==> src/hdl/rcspb_pkg.sv <==
// Shared types and constants for the stick packet builder.
// No dependencies; used by rc_stick_packet_builder.
package rcspb_pkg;

  // Channel and stick arithmetic
  localparam int CHAN_W     = 15;
  localparam int MAG_W      = 23;  // |channel| * gain fits in 23 bits
  localparam int STICK_W    = 10;  // clamped stick value 0..800
  localparam int STICK_GAIN = 400;
  localparam int STICK_MID  = 400;
  localparam int STICK_MAX  = 800;
  localparam int NUM_STICKS = 4;

  // Stick lanes
  localparam int STK_AIL = 0;
  localparam int STK_ELE = 1;
  localparam int STK_THR = 2;
  localparam int STK_RUD = 3;

  // One bit per lane: the lane uses a negative gain
  localparam logic [NUM_STICKS-1:0] GAIN_NEG = 4'b1011;

  // Frame geometry
  localparam int FRAME_LEN = 22;
  localparam int IDX_W     = 5;

  typedef logic [7:0] byte_t;

  // Fixed frame bytes
  localparam byte_t CHK_SEED     = 8'h6d;
  localparam byte_t HDR_1        = 8'h76;
  localparam byte_t HDR_2        = 8'h71;
  localparam byte_t HDR_3        = 8'h94;
  localparam byte_t FILL_BYTE    = 8'd100;
  localparam byte_t TRIM_CENTER  = 8'd64;
  localparam byte_t TRIM_OFS     = 8'd14;
  localparam byte_t STICK_PARK   = 8'd100;
  localparam byte_t THR_PARK     = 8'd0;
  localparam byte_t ZERO_BYTE    = 8'd0;

  // Flag bits of bytes 4 and 5
  localparam byte_t FLAG_BIND    = 8'h80;
  localparam byte_t FLAG_DATA    = 8'h04;
  localparam byte_t SW_FLIP      = 8'h08;
  localparam byte_t SW_PICTURE   = 8'h01;
  localparam byte_t SW_VIDEO     = 8'h02;
  localparam byte_t SW_LED       = 8'h80;
  localparam byte_t FLAG5_BASE   = 8'h06;
  localparam byte_t ARM_BIT      = 8'h40;
  localparam byte_t DISARM_BIT   = 8'h20;
  localparam byte_t TOG_BITS_RST = 8'h20;

  // Header bytes and stick override carried down the pipeline
  typedef struct packed {
    byte_t b4;
    byte_t b5;
    logic  forced;
  } hdr_t;

  // A switch channel is on when strictly positive
  function automatic logic is_positive(input logic [CHAN_W-1:0] v);
    return !v[CHAN_W-1] && (v != '0);
  endfunction

endpackage

==> src/hdl/rc_stick_packet_builder.sv <==
// Stick packet builder top level: frame request in, 22 frame bytes out.
// Depends on rcspb_pkg.
//
//   channel | direction | payload                                  | handshake
//   --------+-----------+------------------------------------------+------------------
//   in      | input     | bind_mode, hop_toggle, nine channel values | in_valid/in_stall
//   out     | output    | byte_value, byte_index, last_byte        | out_valid/out_stall
//
// Each frame leaves the output one byte per cycle with no stall; the byte
// shift register at the output sets that rate. Frames follow each other with
// no gap when the next request is waiting. The accepting edge loads the scale
// stage; the request then moves to the quotient stage and then into the frame
// register. Two further requests wait in the two stages while a frame drains.
// Reset is synchronous and clears the pipeline and the arm state (disarmed,
// disarm flag set). A stall on the output holds the current byte and backs up
// into in_stall.
module rc_stick_packet_builder #(
  parameter int CHAN_FULL_SCALE = 10000
) (
  input  logic                                   clk,
  input  logic                                   rst,
  input  logic                                   in_valid,
  output logic                                   in_stall,
  input  logic                                   bind_mode,
  input  logic                                   hop_toggle,
  input  logic signed [rcspb_pkg::CHAN_W-1:0]    aileron_in,
  input  logic signed [rcspb_pkg::CHAN_W-1:0]    elevator_in,
  input  logic signed [rcspb_pkg::CHAN_W-1:0]    throttle_in,
  input  logic signed [rcspb_pkg::CHAN_W-1:0]    rudder_in,
  input  logic signed [rcspb_pkg::CHAN_W-1:0]    arm_in,
  input  logic signed [rcspb_pkg::CHAN_W-1:0]    led_in,
  input  logic signed [rcspb_pkg::CHAN_W-1:0]    flip_in,
  input  logic signed [rcspb_pkg::CHAN_W-1:0]    picture_in,
  input  logic signed [rcspb_pkg::CHAN_W-1:0]    video_in,
  output logic                                   out_valid,
  input  logic                                   out_stall,
  output rcspb_pkg::byte_t                       byte_value,
  output logic [rcspb_pkg::IDX_W-1:0]            byte_index,
  output logic                                   last_byte
);

  // Division by the full scale as an exact reciprocal multiply
  localparam int L_BITS = $clog2(CHAN_FULL_SCALE);
  localparam int KSH    = rcspb_pkg::MAG_W + L_BITS;
  localparam longint unsigned RECIP =
    ((longint'(1) << KSH) + CHAN_FULL_SCALE - 1) / CHAN_FULL_SCALE;
  localparam int RW     = $clog2(RECIP + 1);
  localparam int PW     = rcspb_pkg::MAG_W + RW;
  localparam int QMAX   =
    ((1 << (rcspb_pkg::CHAN_W - 1)) * rcspb_pkg::STICK_GAIN) / CHAN_FULL_SCALE;
  localparam int QW     = $clog2(QMAX + 1);
  localparam int VW     = ((QW > rcspb_pkg::STICK_W) ? QW : rcspb_pkg::STICK_W) + 2;
  localparam int NS     = rcspb_pkg::NUM_STICKS;
  localparam int CW     = rcspb_pkg::CHAN_W;
  localparam int FL     = rcspb_pkg::FRAME_LEN;
  localparam int IW     = rcspb_pkg::IDX_W;
  localparam int SW     = rcspb_pkg::STICK_W;

  // Handshake
  logic in_fire, out_fire, frame_load, s1_ready, s2_ready, s1_move;

  // Arm state
  logic             is_armed;
  logic             arm_prev;
  rcspb_pkg::byte_t tog_bits;
  logic             arm_level;
  logic             arm_edge;
  rcspb_pkg::byte_t tog_bits_next;

  // Stage 1: header bytes and scaled magnitudes
  logic                           s1_valid;
  rcspb_pkg::hdr_t                s1_hdr;
  logic [rcspb_pkg::MAG_W-1:0]    s1_mag [NS];
  logic [NS-1:0]                  s1_neg;
  rcspb_pkg::hdr_t                hdr_next;
  logic [rcspb_pkg::MAG_W-1:0]    mag_next [NS];
  logic [NS-1:0]                  neg_next;
  logic [CW-1:0]                  stick_raw [NS];

  // Stage 2: quotients
  logic                           s2_valid;
  rcspb_pkg::hdr_t                s2_hdr;
  logic [QW-1:0]                  s2_q [NS];
  logic [NS-1:0]                  s2_neg;
  logic [QW-1:0]                  q_next [NS];

  // Output frame shift register
  rcspb_pkg::byte_t               frame_q [FL];
  rcspb_pkg::byte_t               frame_next [FL];
  logic [IW-1:0]                  idx;

  assign stick_raw[rcspb_pkg::STK_AIL] = aileron_in;
  assign stick_raw[rcspb_pkg::STK_ELE] = elevator_in;
  assign stick_raw[rcspb_pkg::STK_THR] = throttle_in;
  assign stick_raw[rcspb_pkg::STK_RUD] = rudder_in;

  // Pipeline flow
  assign out_fire   = out_valid && !out_stall;
  assign frame_load = s2_valid && (!out_valid || (out_fire && last_byte));
  assign s2_ready   = !s2_valid || frame_load;
  assign s1_move    = s1_valid && s2_ready;
  assign s1_ready   = !s1_valid || s2_ready;
  assign in_stall   = !s1_ready;
  assign in_fire    = in_valid && !in_stall;

  // Arm edge detect and flag toggles
  always_comb begin
    arm_level     = rcspb_pkg::is_positive(arm_in);
    arm_edge      = arm_level != arm_prev;
    tog_bits_next = tog_bits;
    if (arm_edge) begin
      tog_bits_next = tog_bits ^ (arm_level ? rcspb_pkg::ARM_BIT : rcspb_pkg::DISARM_BIT);
    end
  end

  // Header bytes; sticks are parked from the arm state before this request
  always_comb begin
    hdr_next.forced = bind_mode || !is_armed;
    hdr_next.b4     = {1'b0, hop_toggle, 6'b0};
    hdr_next.b5     = rcspb_pkg::FLAG5_BASE | tog_bits_next;
    if (bind_mode) begin
      hdr_next.b4 = hdr_next.b4 | rcspb_pkg::FLAG_BIND;
    end else begin
      hdr_next.b4 = hdr_next.b4 | rcspb_pkg::FLAG_DATA
        | (rcspb_pkg::is_positive(flip_in)    ? rcspb_pkg::SW_FLIP    : rcspb_pkg::ZERO_BYTE)
        | (rcspb_pkg::is_positive(picture_in) ? rcspb_pkg::SW_PICTURE : rcspb_pkg::ZERO_BYTE)
        | (rcspb_pkg::is_positive(video_in)   ? rcspb_pkg::SW_VIDEO   : rcspb_pkg::ZERO_BYTE);
      hdr_next.b5 = hdr_next.b5
        | (rcspb_pkg::is_positive(led_in) ? rcspb_pkg::SW_LED : rcspb_pkg::ZERO_BYTE);
    end
  end

  // Magnitude of channel times gain, and the sign of the product
  always_comb begin
    logic [CW:0] ext;
    logic [CW:0] mag_abs;
    for (int i = 0; i < NS; i++) begin
      ext         = {stick_raw[i][CW-1], stick_raw[i]};
      mag_abs     = stick_raw[i][CW-1] ? (~ext + 1'b1) : ext;
      mag_next[i] = rcspb_pkg::MAG_W'(mag_abs[CW-1:0])
                    * rcspb_pkg::MAG_W'(rcspb_pkg::STICK_GAIN);
      neg_next[i] = stick_raw[i][CW-1] ^ rcspb_pkg::GAIN_NEG[i];
    end
  end

  // Quotient by reciprocal multiply, truncating the magnitude
  always_comb begin
    logic [PW-1:0] prod;
    logic [PW-1:0] shifted;
    for (int i = 0; i < NS; i++) begin
      prod      = PW'(s1_mag[i]) * PW'(RECIP);
      shifted   = prod >> KSH;
      q_next[i] = shifted[QW-1:0];
    end
  end

  // Assemble the frame from stage 2
  always_comb begin
    logic [VW-1:0]    v;
    logic [SW-1:0]    stick [NS];
    rcspb_pkg::byte_t hi [NS];
    rcspb_pkg::byte_t trim [NS];
    rcspb_pkg::byte_t chk;
    for (int i = 0; i < NS; i++) begin
      v = s2_neg[i] ? (VW'(rcspb_pkg::STICK_MID) - VW'(s2_q[i]))
                    : (VW'(rcspb_pkg::STICK_MID) + VW'(s2_q[i]));
      if (v[VW-1]) begin
        stick[i] = '0;
      end else if (v[VW-2:0] >= (VW-1)'(rcspb_pkg::STICK_MAX)) begin
        stick[i] = SW'(rcspb_pkg::STICK_MAX);
      end else begin
        stick[i] = v[SW-1:0];
      end
      hi[i]   = stick[i][SW-1:2];
      trim[i] = rcspb_pkg::byte_t'(stick[i][SW-1:3]) + rcspb_pkg::TRIM_OFS;
    end

    for (int i = 0; i < FL; i++) begin
      frame_next[i] = rcspb_pkg::ZERO_BYTE;
    end
    frame_next[1]  = rcspb_pkg::HDR_1;
    frame_next[2]  = rcspb_pkg::HDR_2;
    frame_next[3]  = rcspb_pkg::HDR_3;
    frame_next[4]  = s2_hdr.b4;
    frame_next[5]  = s2_hdr.b5;
    frame_next[6]  = s2_hdr.forced ? rcspb_pkg::STICK_PARK : hi[rcspb_pkg::STK_AIL];
    frame_next[7]  = s2_hdr.forced ? rcspb_pkg::STICK_PARK : hi[rcspb_pkg::STK_ELE];
    frame_next[8]  = s2_hdr.forced ? rcspb_pkg::THR_PARK   : hi[rcspb_pkg::STK_THR];
    frame_next[9]  = s2_hdr.forced ? rcspb_pkg::STICK_PARK : hi[rcspb_pkg::STK_RUD];
    frame_next[10] = rcspb_pkg::FILL_BYTE;
    frame_next[11] = rcspb_pkg::FILL_BYTE;
    frame_next[12] = rcspb_pkg::FILL_BYTE;
    frame_next[13] = rcspb_pkg::FILL_BYTE;
    frame_next[14] = {stick[rcspb_pkg::STK_AIL][1:0], stick[rcspb_pkg::STK_ELE][1:0],
                      stick[rcspb_pkg::STK_THR][1:0], stick[rcspb_pkg::STK_RUD][1:0]};
    frame_next[16] = trim[rcspb_pkg::STK_AIL];
    frame_next[17] = trim[rcspb_pkg::STK_ELE];
    frame_next[18] = rcspb_pkg::TRIM_CENTER;
    frame_next[19] = trim[rcspb_pkg::STK_RUD];

    // Checksum over bytes 1 to 21
    chk = rcspb_pkg::CHK_SEED;
    for (int i = 1; i < FL; i++) begin
      chk = chk ^ frame_next[i];
    end
    frame_next[0] = chk;
  end

  // Control state
  always_ff @(posedge clk) begin
    if (rst) begin
      s1_valid  <= 1'b0;
      s2_valid  <= 1'b0;
      out_valid <= 1'b0;
      idx       <= '0;
      is_armed  <= 1'b0;
      arm_prev  <= 1'b0;
      tog_bits  <= rcspb_pkg::TOG_BITS_RST;
    end else begin
      if (s1_ready) begin
        s1_valid <= in_valid;
      end
      if (s2_ready) begin
        s2_valid <= s1_valid;
      end
      if (frame_load) begin
        out_valid <= 1'b1;
        idx       <= '0;
      end else if (out_fire) begin
        idx <= idx + 1'b1;
        if (last_byte) begin
          out_valid <= 1'b0;
        end
      end
      // Update the arm state in request order
      if (in_fire) begin
        tog_bits <= tog_bits_next;
        if (arm_edge) begin
          arm_prev <= arm_level;
          is_armed <= arm_level;
        end
      end
    end
  end

  // Payload registers
  always_ff @(posedge clk) begin
    if (in_fire) begin
      s1_hdr <= hdr_next;
      s1_neg <= neg_next;
      for (int i = 0; i < NS; i++) begin
        s1_mag[i] <= mag_next[i];
      end
    end
    if (s1_move) begin
      s2_hdr <= s1_hdr;
      s2_neg <= s1_neg;
      for (int i = 0; i < NS; i++) begin
        s2_q[i] <= q_next[i];
      end
    end
    // Load a new frame or advance to the next byte
    if (frame_load) begin
      for (int i = 0; i < FL; i++) begin
        frame_q[i] <= frame_next[i];
      end
    end else if (out_fire) begin
      for (int i = 0; i < FL - 1; i++) begin
        frame_q[i] <= frame_q[i+1];
      end
    end
  end

  assign byte_value = frame_q[0];
  assign byte_index = idx;
  assign last_byte  = (idx == IW'(FL - 1));

endmodule

==> config.mk <==
export PLATFORM = sky130hd
export DESIGN_NAME = rc_stick_packet_builder
export DESIGN_NICKNAME = d
export VERILOG_FILES = /design/src/hdl/rcspb_pkg.sv /design/src/hdl/rc_stick_packet_builder.sv
export SDC_FILE = /design/constraint.sdc
export NUM_CORES = 2
export LEC_CHECK = 0
export ABC_AREA = 1
export BUFFER_PORTS_ARGS = -buffer_cell sky130_fd_sc_hd__buf_4
export CELL_PAD_IN_SITES_DETAIL_PLACEMENT = 1
export CELL_PAD_IN_SITES_GLOBAL_PLACEMENT = 1
export CORE_MARGIN = 5
export CORE_UTILIZATION = 51
export CTS_BUF_LIST = sky130_fd_sc_hd__clkbuf_4 sky130_fd_sc_hd__clkbuf_8 sky130_fd_sc_hd__clkbuf_16
export DETAILED_ROUTE_END_ITERATION = 10
export MAX_ROUTING_LAYER = met4
export PLACE_DENSITY = 0.85
export SLEW_MARGIN = 40
export SYNTH_ARGS = -nofsm -noshare
export SYNTH_HDL_FRONTEND = slang
export SYNTH_SLANG_ARGS = --single-unit
==> constraint.sdc <==
create_clock -name clk -period 6.65 [get_ports clk]
set_input_delay 0.3325 -clock clk [delete_from_list [all_inputs] [get_ports clk]]
set_output_delay 0.3325 -clock clk [all_outputs]
set_load 0.02 [all_outputs]
* Yosys cells after proc, flatten, opt, wreduce, memory -nomap -nowiden
Memories as Yosys holds them, arrays and structs flattened.
Cells that the tools add are included.
** Word-level totals
- Bits in registers :: 59
- Bits in writable memories :: 292
- Output and inout port bits :: 16
- Memories :: 3
** Cells by class
- Add/sub/neg operators :: 16
- Multiply operators :: 8
- Order comparisons :: 4
- Equality and inequality tests :: 2
- Muxes and demuxes :: 61
- Bitwise logic cells :: 48
- Reduce and logical (&&, ||, !) cells :: 35
** Memories
- frame_q :: words 22, width 8, read ports 22, clocked after memory_dff 0, wr ports 22, RTL line rc_stick_packet_builder.sv:88 : rcspb_pkg::byte_t frame_q [FL];
- s1_mag :: words 4, width 19, read ports 4, clocked after memory_dff 0, wr ports 4, RTL line rc_stick_packet_builder.sv:73 : logic [rcspb_pkg::MAG_W-1:0] s1_mag [NS];
- s2_q :: words 4, width 10, read ports 4, clocked after memory_dff 0, wr ports 4, RTL line rc_stick_packet_builder.sv:83 : logic [QW-1:0] s2_q [NS];
** Operators by type and width (number)
- 8-bit 2-to-1 mux :: 28
- 23-bit by 21-bit multiplier with 44-bit output (second input constant) :: 4
- 10-bit 2-to-1 mux :: 8
- 15-bit by 5-bit multiplier with 19-bit output (second input constant) :: 4
- 15-bit nonzero test :: 5
- 8-bit XOR :: 9
- 15-bit by 1-bit adder with 15-bit output (second input constant) :: 4
- 15-bit 2-to-1 mux :: 4
- 15-bit NOT :: 4
- 12-bit 2-to-1 mux :: 4
- 9-bit by 10-bit adder with 11-bit output (first input constant) :: 4
- 11-bit by 10-bit >= comparator with 1-bit output (second input constant) :: 4
- 9-bit by 10-bit subtractor with 11-bit output (first input constant) :: 4
- 7-bit by 4-bit adder with 8-bit output (second input constant) :: 3
- 1-bit OR :: 21
- 7-bit 2-to-1 mux :: 2
- 1-bit 2-to-1 mux :: 13
- 3-bit NOT :: 4
- 1-bit logical NOT :: 11
- 1-bit logical AND :: 10
- 8-bit OR :: 1
- 8-bit by 7-bit XOR with 8-bit output :: 1
- 7-bit NOT :: 1
- 7-bit by 1-bit OR with 7-bit output :: 1
- 12 further kinds :: 20

* Logic depth before layout (Yosys ltp)
An unclocked memory read counts as a cell.
- Depth after elaboration :: 21
- Depth in mapped cells :: 28
- Mapped depth without buffers :: 28

* Least setup slack after synthesis
No wires, ideal clock.
- Path type :: register -> register
- From :: register idx[0] (netlist: byte_index[0])
- To :: memory frame_q[0][0] in the netlist's numbering, enable pin
- Setup time :: 0.534 ns
- Arrival time :: 5.046 ns
- Required time :: 6.116 ns
- Slack :: 1.070 ns
- Cell stages (with the launch flop) :: 9
- Buffers on the path :: 1
- Period minus slack after synthesis :: 5.580 ns
- Cell sequence :: dfxtp_1 > ha_1 > nand2_1 > nor2_1 > nand2_1 > nand2_1 > nand2_1 > clkbuf_1 > nand2_1
** RTL lines
- start, declared :: RTL line rc_stick_packet_builder.sv:90 : logic [IW-1:0] idx;
- start signal, assigned :: RTL line rc_stick_packet_builder.sv:230 : idx <= idx + 1'b1;
- end, declared :: RTL line rc_stick_packet_builder.sv:88

==> results_dict.tcl <==
set metrics [dict create \
    final-hold-violation-count 0 \
    cap_viol_max_count 0 \
    yosys.area_share.xor_xnor_pct 3.89 \
    diodes 0 \
    required_ns 7.00 \
    yosysUniqueCellTypes 62 \
    fp.dieArea_sq_um 104000 \
    fill_cells 11187 \
    portBuffers 156 \
    postCtsSetupRepairBufs 0 \
    grt_max_degree 103 \
    fin_ws_ns 0.364 \
    cp_max_fo 4 \
    synthSimpleGateAreaFrac_pct 11.9 \
    vias 37036 \
    grt-ovfl-total 0 \
    path_clk_slew_ns 0.06 \
    nets 7246 \
    netlist_area_sq_um 49700 \
    fmax_mhz 159 \
    cts_resized 0 \
    drive_gt1_share_pct 6.22 \
    cts_hold_buffers 9 \
    syn2layout_area_growth_pct 8.28 \
    wl_per_cell_microns 20.7 \
    clock-sinks 331 \
    crit_type "reg2reg" \
    status "completed" \
    numPlacedInstances 6768 \
    synth-compound-area-share_pct 5.61 \
    tightest_slew_ns 0.911 \
    cpMostUsedCell "fa_1" \
    ant_nets 0 \
    fin_util_pct 55.7 \
    max-slew-margin-rel_pct 38.8 \
    syn_nets 7076 \
    post-dp-hpwl_microns 123000 \
    setup_tns_ns 0 \
    num_io_pins 157 \
    dp_slack_ns 0.453 \
    clockBufferDepth 3 \
    gp_congestion 0.962 \
    die-width_microns 322 \
    grt_pass1_vias 42353 \
    firstDrtPassIters 6 \
    postSynthCellCount 5374 \
    drc 0 \
    fin_crit_sh_pct 94.5 \
    cp_slowest_cell "fa_1" \
    cts-root-buf "clkbuf_16" \
    start_kind "register" \
    synth_top_family_by_area "adder cells" \
    syn_area_per_cell_sq_um 9.26 \
    cp_data_arrival_time_ns 6.63 \
    yosys.area_share.adder_pct 48.3 \
    ys.flop_type "edfxtp_1" \
    synthMuxAreaShare_pct 0 \
    period_needed_ns 6.29 \
    viasPerCell 5.41 \
    crit_path_end_kind "register" \
    antenna_found_initial 2 \
    cts_buffers 41 \
    yosys_warnings 0 \
    hold_path.class "in2reg" \
    grt_pass1_wl_microns 227000 \
    ys_ff_latch 331 \
    initial_core_util_pct 51.4 \
    insertion_delay_ns 0.62 \
    final_common_cell "inv_1" \
    grt_use_total_pct 28.5 \
    slew_violations 0 \
    drt-initial-drc-count 2115 \
    ys_seq_area_share_pct 19.6 \
    rows 114 \
    final_cell_mix "inv_1, ha_1, nand2_1" \
    wl_microns 142000 \
    synth-edff-count 312 \
    htree_num_levels 2 \
    critical_path.cell_chain "ha_1 -> inv_1 -> fa_1 -> fa_1 -> fa_1 -> inv_1 -> fa_1 -> fa_1 -> inv_1 -> fa_1 -> inv_1 -> ha_1 -> nand2_1 -> inv_1 -> nand2_1 -> nor3_1 -> nand2_1 -> o21ai_0 -> nand2_1 -> o211ai_1 -> a21oi_1 -> xnor2_1" \
    setup_violations 0 \
    die_h_microns 322 \
    cts_tree "yes" \
    finalClockSkew_ns 0.0328 \
    fin_cells 6852 \
    synth-async-reset-ratio_pct 0 \
    rsz0062_at_grt "false" \
    critPathMaxStageDelay_ns 0.54 \
    coreArea_sq_um 96700 \
]
==> Yosys cell counts, types with 28 or more instances <==
cell type	number	share of area [%]
nor3_1	39	0.39
o21ai_0	139	1.4
a21oi_1	204	2.1
nand3_1	154	1.5
inv_1	1335	10
nand2_1	752	5.7
xnor2_1	61	1.1
nand4_1	34	0.43
xor2_1	158	2.8
a31oi_1	34	0.43
fa_1	600	24
nor2_1	269	2.0
or2_2	43	0.54
edfxtp_1	312	19
ha_1	961	24
clkbuf_1	28	0.21
==> final cells by class <==
| class | count | area (sq um) | share of cell area [%] |
|---|---|---|---|
| Timing Repair Buffer | 171 | 1340 | 2.48 |
| Clock inverter | 30 | 298 | 0.553 |
| Inverter | 1363 | 5130 | 9.52 |
| Multi-Input combinational cell | 3636 | 34700 | 64.4 |
| Tap cell | 1276 | 1600 | 2.96 |
| Sequential cell | 331 | 9750 | 18.1 |
| Clock buffer | 45 | 1070 | 2.00 |
==> worst paths after layout <==
kind	startpoint	endpoint	cells past startpoint	slack (ns)
worst max register to register	s1_mag[0][10]$_DFFE_PP_	s2_q[0][8]$_DFFE_PP_	22	0.36
worst min register to register	s1_hdr[7]$_DFFE_PP_	frame_next[134]$_DFFE_PP_	0	0.42
worst min-delay path	throttle_in[14]	s1_neg[2]$_DFFE_PP_	1	0.03
worst max-delay path	s1_mag[0][10]$_DFFE_PP_	s2_q[0][8]$_DFFE_PP_	22	0.36
==> cells by family (layout without fill, tap and decap cells) <==
logic type               after synthesis  count (layout)
flip-flops                           331             331
buffers and inverters               1407            1609
adder cells (fa/ha/maj)             1561            1561
AO/OA/AOI/OAI                        485             485
XOR/XNOR                             220             220
AND/OR/NAND/NOR                     1370            1370
==> registers in the layout, summed over array words and instances (netlist names) <==
name        count
frame_q       176
s1_mag         76
s2_q           40
s1_hdr         10
frame_next      9
byte_index      5
s1_neg          4
s2_neg          4
tog_bits        2
arm_prev        1
out_valid       1
s1_valid        1
s2_hdr          1
s2_valid        1
==> routing by layer <==
metal  vias to the layer above  global-route usage [%]  wire length [microns]
met3                       270                    4.08                   7010
li1                      17413                       -                      -
met2                       853                    49.3                  70900
met5                         -                       -                      0
met1                     18500                    34.9                  59200
met4                         0                    8.36                   4900
==> through the flow <==
stage	hold WS [ns]	instance area, sq um
final	0.0309	53900
after global routing	0.0182	53900
after CTS	0.00518	53900
after detailed placement	0.406	52400
after global placement	0.402	52400
after floorplan	0.400	49700
==> critical path, delay by kind of cell, from the launching register on <==
| family | cells | cell delay, ns |
|---|---|---|
| adders and majority gates | 8 | 3.71 |
| AOI/OAI and AO/OA | 3 | 0.76 |
| DFF | 1 | 0.48 |
| and+or+nand+nor | 5 | 0.47 |
| buffers and inverters | 5 | 0.38 |
| xor gates and xnor gates | 1 | 0.19 |
Power is left out: the tool's default activity adds up to more than one toggle a clock period on the data nets, which glitch-free logic cannot reach.
